==> src/fractional_delay_line_macros.svh <==
// ----------------------------------------------------------------------------
// Assertion macros for the fractional delay line
// Shared wrappers so that every concurrent check reads the same way.
// ----------------------------------------------------------------------------
`ifndef FRACTIONAL_DELAY_LINE_MACROS_SVH
`define FRACTIONAL_DELAY_LINE_MACROS_SVH

// Check that is switched off while reset is held.
`define FDL_ASSERT(lbl, prop, msg) \
  lbl: assert property (@(posedge clk) disable iff (!rst_n) prop) else $error(msg);

// Check that also covers the reset cycles themselves.
`define FDL_ASSERT_RST(lbl, prop, msg) \
  lbl: assert property (@(posedge clk) prop) else $error(msg);

`endif

==> src/fdl_pkg.sv <==
// ----------------------------------------------------------------------------
// fdl_pkg
// Shared constants and types of the fractional delay line.
// ----------------------------------------------------------------------------
package fdl_pkg;

  // Depth must be a power of two: the read position wraps by truncation.
  localparam int DEPTH       = 4096;
  localparam int ADDR_W      = $clog2(DEPTH);
  localparam int FRAC_BITS   = 8;
  localparam int SAMPLE_W    = 16;
  localparam int DELAY_W     = 20;
  localparam int POS_W       = ADDR_W + FRAC_BITS;
  localparam int IN_FIELDS_W = SAMPLE_W + DELAY_W;
  localparam int IN_TDATA_W  = ((IN_FIELDS_W + 7) / 8) * 8;
  localparam int OUT_TDATA_W = ((SAMPLE_W + 7) / 8) * 8;

  // Control travelling alongside the registered read data.
  typedef struct packed {
    logic                 valid;
    logic                 a_ok;   // first tap has been written since reset
    logic                 b_ok;   // second tap has been written since reset
    logic [FRAC_BITS-1:0] frac;
  } s1_ctrl_t;

endpackage

==> src/fdl_interp.sv <==
// ----------------------------------------------------------------------------
// fdl_interp
// Linear interpolation between the two taps and the output register.
// ----------------------------------------------------------------------------
module fdl_interp (
  input  logic                                 clk,
  input  logic                                 rst_n,
  input  fdl_pkg::s1_ctrl_t                    s1,
  input  logic signed [fdl_pkg::SAMPLE_W-1:0]  rd_a,
  input  logic signed [fdl_pkg::SAMPLE_W-1:0]  rd_b,
  output logic                                 s1_adv,
  output logic                                 out_tvalid,
  input  logic                                 out_tready,
  output logic        [fdl_pkg::OUT_TDATA_W-1:0] out_tdata  // [15:0] sample_out
);

  localparam int DIFF_W = fdl_pkg::SAMPLE_W + 1;
  localparam int PROD_W = DIFF_W + fdl_pkg::FRAC_BITS + 1;

  logic signed [fdl_pkg::SAMPLE_W-1:0] a_v;
  logic signed [fdl_pkg::SAMPLE_W-1:0] b_v;
  logic signed [DIFF_W-1:0]            diff;
  logic signed [PROD_W-1:0]            prod;
  logic signed [PROD_W-1:0]            rounded;
  logic signed [DIFF_W-1:0]            result;

  logic                                out_valid_r;
  logic                                out_valid_nxt;
  logic signed [fdl_pkg::SAMPLE_W-1:0] out_data_r;

  // Entries not yet written since reset read as zero.
  assign a_v = s1.a_ok ? rd_a : '0;
  assign b_v = s1.b_ok ? rd_b : '0;

  // a*(1-f) + b*f rounded half up equals a + floor(((b-a)*f + half) / one).
  assign diff    = DIFF_W'(b_v) - DIFF_W'(a_v);
  assign prod    = PROD_W'(diff) * $signed({1'b0, s1.frac});
  assign rounded = (prod + PROD_W'(1 << (fdl_pkg::FRAC_BITS - 1))) >>> fdl_pkg::FRAC_BITS;
  assign result  = DIFF_W'(a_v) + rounded[DIFF_W-1:0];

  assign s1_adv = s1.valid && (!out_valid_r || out_tready);

  always_comb begin
    out_valid_nxt = out_valid_r;
    if (s1_adv) begin
      out_valid_nxt = 1'b1;
    end else if (out_tready) begin
      out_valid_nxt = 1'b0;
    end
  end

  always_ff @(posedge clk) begin
    if (!rst_n) begin
      out_valid_r <= 1'b0;
    end else begin
      out_valid_r <= out_valid_nxt;
    end
  end

  always_ff @(posedge clk) begin
    if (s1_adv) begin
      out_data_r <= result[fdl_pkg::SAMPLE_W-1:0];
    end
  end

  assign out_tvalid = out_valid_r;
  assign out_tdata  = fdl_pkg::OUT_TDATA_W'(unsigned'(out_data_r));

endmodule

==> config.mk <==
export PLATFORM = sky130hd
export DESIGN_NAME = fdl_interp
export DESIGN_NICKNAME = d
export VERILOG_FILES = /design/src/fractional_delay_line_macros.svh /design/src/fdl_pkg.sv /design/src/fdl_interp.sv
export SDC_FILE = /design/constraint.sdc
export NUM_CORES = 1
export LEC_CHECK = 0
export ABC_CLOCK_PERIOD_IN_PS = 11600
export BUFFER_PORTS_ARGS = -buffer_cell sky130_fd_sc_hd__buf_2
export CORE_MARGIN = 2
export CORE_UTILIZATION = 30
export DETAILED_ROUTE_END_ITERATION = 10
export MAX_ROUTING_LAYER = met4
export PLACE_DENSITY_LB_ADDON = 0.2
export RECOVER_POWER = 100
export SLEW_MARGIN = 15
export SYNTH_ARGS = -nofsm -noshare
export SYNTH_HDL_FRONTEND = slang
export SYNTH_SLANG_ARGS = --single-unit
==> constraint.sdc <==
create_clock -name clk -period 11.6 [get_ports clk]
set_clock_uncertainty 0.05 [all_clocks]
set_input_delay 2.32 -clock clk [delete_from_list [all_inputs] [get_ports clk]]
set_output_delay 2.32 -clock clk [all_outputs]
set_load 0.05 [all_outputs]
==> flow_metrics.py <==
metrics = {
    "status": {
        "status": "completed",
    },
    "sta": {
        "setup_viol": 0,
        "final_hold_viol_count": 0,
        "finalMaxSlewViolations": 0,
        "relSlewSlack_pct": 36.6,
        "tightest_slew_ns": 0.950,
        "tns_ns": 0,
        "fmax_mhz": 91.1,
        "finalCritPeriodShare_pct": 94.6,
        "min_period_ns": 10.97,
        "rsz0062_at_grt": "no",
    },
    "clock_tree": {
        "clock_latency_ns": 0.25,
        "cts_buffers": 3,
        "post_cts_buffers": 0,
        "hold_buffers": 0,
        "cts.reportedPaths.clkPinSlew_ns": 0.05,
        "cts_resized": 0,
        "clockBufferDepth": 2,
        "clkSinkCount": 17,
        "h-tree-depth": 1,
        "cts_tree": "done",
        "cts_root_buffer": "clkbuf_16",
    },
    "worst_setup_path": {
        "required_ns": 11.56,
        "critical_path.most_common_cell": "fa_1",
        "path_max_fanout": 16,
        "worst_path_max_delay_cell": "fa_1",
        "cpPeakStageDelay_ns": 0.52,
        "path_class": "in2reg",
        "arrival_ns": 10.93,
        "endpoint_kind": "flip-flop",
        "critPathLaunchType": "input pin",
    },
    "final_layout": {
        "antenna_cells": 0,
        "multi_input_area_um2": 5680,
        "area_delta_synth_final_pct": 9.84,
        "layout-drive-gt1-share_pct": 9.86,
        "nFillCells": 2323,
        "register_area_um2": 500,
        "nNetsFinal": 1043,
    },
    "die": {
        "die_x_um": 153,
        "io_pins": 64,
        "start_util_pct": 30.6,
        "fp-row-count": 54,
        "coreArea_um2": 21900,
        "die_h_um": 153,
        "dieArea_um2": 23500,
    },
    "routing": {
        "vias": 5058,
        "drtIter0Drc": 198,
        "ant_nets": 0,
        "drc": 0,
        "drt_pass1_iterations": 4,
        "wl_per_cell_um": 14.7,
        "routed_wl_mm": 15.9,
        "viasPerCell": 4.68,
    },
    "placed_design": {
        "numPortBuffers": 63,
        "gp_congestion": 0.736,
        "dp_hpwl_mm": 13.6,
    },
    "global_routing": {
        "grt_pass1_wl_mm": 27.6,
        "grt-ovfl-total": 0,
        "grt_max_degree": 20,
        "antenna_found_initial": 0,
        "grt_usage_pct": 14.8,
        "grt_pass1_vias": 5441,
    },
    "logic_synthesis": {
        "synthTopCellsByArea": "fa_1 (31%), ha_1 (17%), edfxtp_1 (7.2%)",
        "yosysWarnings": 0,
        "synth_nets": 984,
        "postSynthAreaPerCell_um2": 9.02,
        "netlist_instances": 743,
        "synthDistinctLibCells": 56,
        "ys_seq_area_share_pct": 7.47,
        "synth_edf_count": 16,
        "synth_top_area_share_pct": 30.8,
        "async_reset_ff_share_pct": 0,
        "synth.cell_area_um2": 6700,
        "ys.flop_type": "edfxtp_1",
        "yosysTopAreaCell": "fa_1",
        "ys_ff_latch": 17,
    },
    "job": {
        "maxCapViolations": 0,
    },
    "hold_path": {
        "hold_class": "reg2reg",
    },
}
==> metrics by stage <==
stage / instances / cell area, um^2 / hold WS, ns / setup slack (ns) / util (%)
after floorplan: 743 / 6700 / 0.817 / 1.43 / -
after detailed placement: 1077 / 7310 / 0.565 / 0.346 / 33.4
after global routing: 1081 / 7360 / 0.628 / 0.0267 / 33.6
final: 1081 / 7360 / 0.572 / 0.628 / 33.6
after CTS: 1081 / 7390 / 0.579 / 0.587 / 33.7
after global placement: 1077 / 7310 / 0.564 / 0.557 / 33.4
==> Yosys cell counts (3+ instances only) <==
cell / instances
edfxtp_1: 16
a21o_2: 3
or3_1: 4
o21ai_0: 7
o31ai_1: 4
o21a_1: 10
nor3_1: 11
a211o_1: 4
nor2b_1: 11
clkbuf_1: 15
a21o_1: 7
a31oi_1: 5
nand2_1: 95
nand3_1: 23
xnor2_1: 33
nor2_1: 28
a21oi_1: 22
fa_1: 103
mux2_2: 5
or2_2: 4
nand2b_1: 15
xor2_1: 11
nand3b_1: 3
o21bai_1: 3
mux2i_1: 4
ha_1: 92
and3_1: 10
o21ai_1: 3
inv_1: 104
and2_1: 55
==> final timing paths <==
kind	startpoint	cells past startpoint	end	slack, ns
max	s1[9]	33	out_tdata[15]	0.63
max reg2reg	out_tvalid	3	out_tdata[14]	9.92
min reg2reg	out_tvalid	2	out_tvalid	0.57
min	out_tvalid	2	out_tvalid	0.57
==> worst max-delay path, delay by kind of cell <==
| kind | cells | cell delay [ns] |
|---|---|---|
| simple gates | 5 | 0.97 |
| fa+ha+maj | 9 | 3.49 |
| buf+inv | 3 | 0.39 |
| compound gates | 13 | 3.15 |
| xor+xnor | 3 | 0.61 |
==> placed cells by master (no fill, tap or decap), types with 3 or more instances in the layout <==
master | Yosys | layout
fa_1 | 103 | 103
clkbuf_1 | 15 | 20
nand3b_1 | 3 | 3
xnor2_1 | 33 | 33
mux2i_1 | 4 | 4
or3_1 | 4 | 4
buf_2 | 1 | 45
a21oi_1 | 22 | 22
buf_4 | 0 | 8
edfxtp_1 | 16 | 16
o21ai_1 | 3 | 3
inv_1 | 104 | 104
o21bai_1 | 3 | 3
and3_1 | 10 | 10
nor3_1 | 11 | 11
nor2b_1 | 11 | 11
nand2_1 | 95 | 95
nand3_1 | 23 | 23
mux2_2 | 5 | 5
o31ai_1 | 4 | 4
or2_2 | 4 | 4
o21a_1 | 10 | 10
a21o_1 | 7 | 7
xor2_1 | 11 | 11
ha_1 | 92 | 92
clkbuf_16 | 0 | 3
and2_1 | 55 | 54
o21ai_0 | 7 | 7
a31oi_1 | 5 | 5
nor2_1 | 28 | 28
nand2b_1 | 15 | 15
a211o_1 | 4 | 4
a21o_2 | 3 | 3
==> routing by layer <==
layer,GRT usage [%],up-vias,wire (um)
met5,-,-,0
met3,1.64,5,319
li1,-,2542,-
met2,26.0,40,8180
met1,19.2,2471,7390
met4,0.917,0,38
==> state kept, by name, indices dropped and copies added (netlist names) <==
register    count
out_tdata      16
out_tvalid      1
==> layout make-up <==
class,count,share of cell area (%)
timing repair buffer,72,4.85
sequential,17,6.80
tap,280,4.76
inverter,104,5.30
clock buffer,4,1.07
multi-input combinational,604,77.2
==> kinds of logic (layout without fill, tap and decap cells) <==
family                     Yosys count  count (layout)  synth area share (%)
and+or+nand+nor                    271             271                  20.5
adders and majority gates          195             195                  48.0
buffers and inverters              122             180                  7.71
AOI/OAI and AO/OA                   85              85                  9.17
xor gates and xnor gates            44              44                  5.75
DFF                                 17              17                  7.47
muxes                                9               9                  1.44
Power is not shown: default switching activity piles up to over one toggle a cycle in this logic, so the estimate is an artifact.
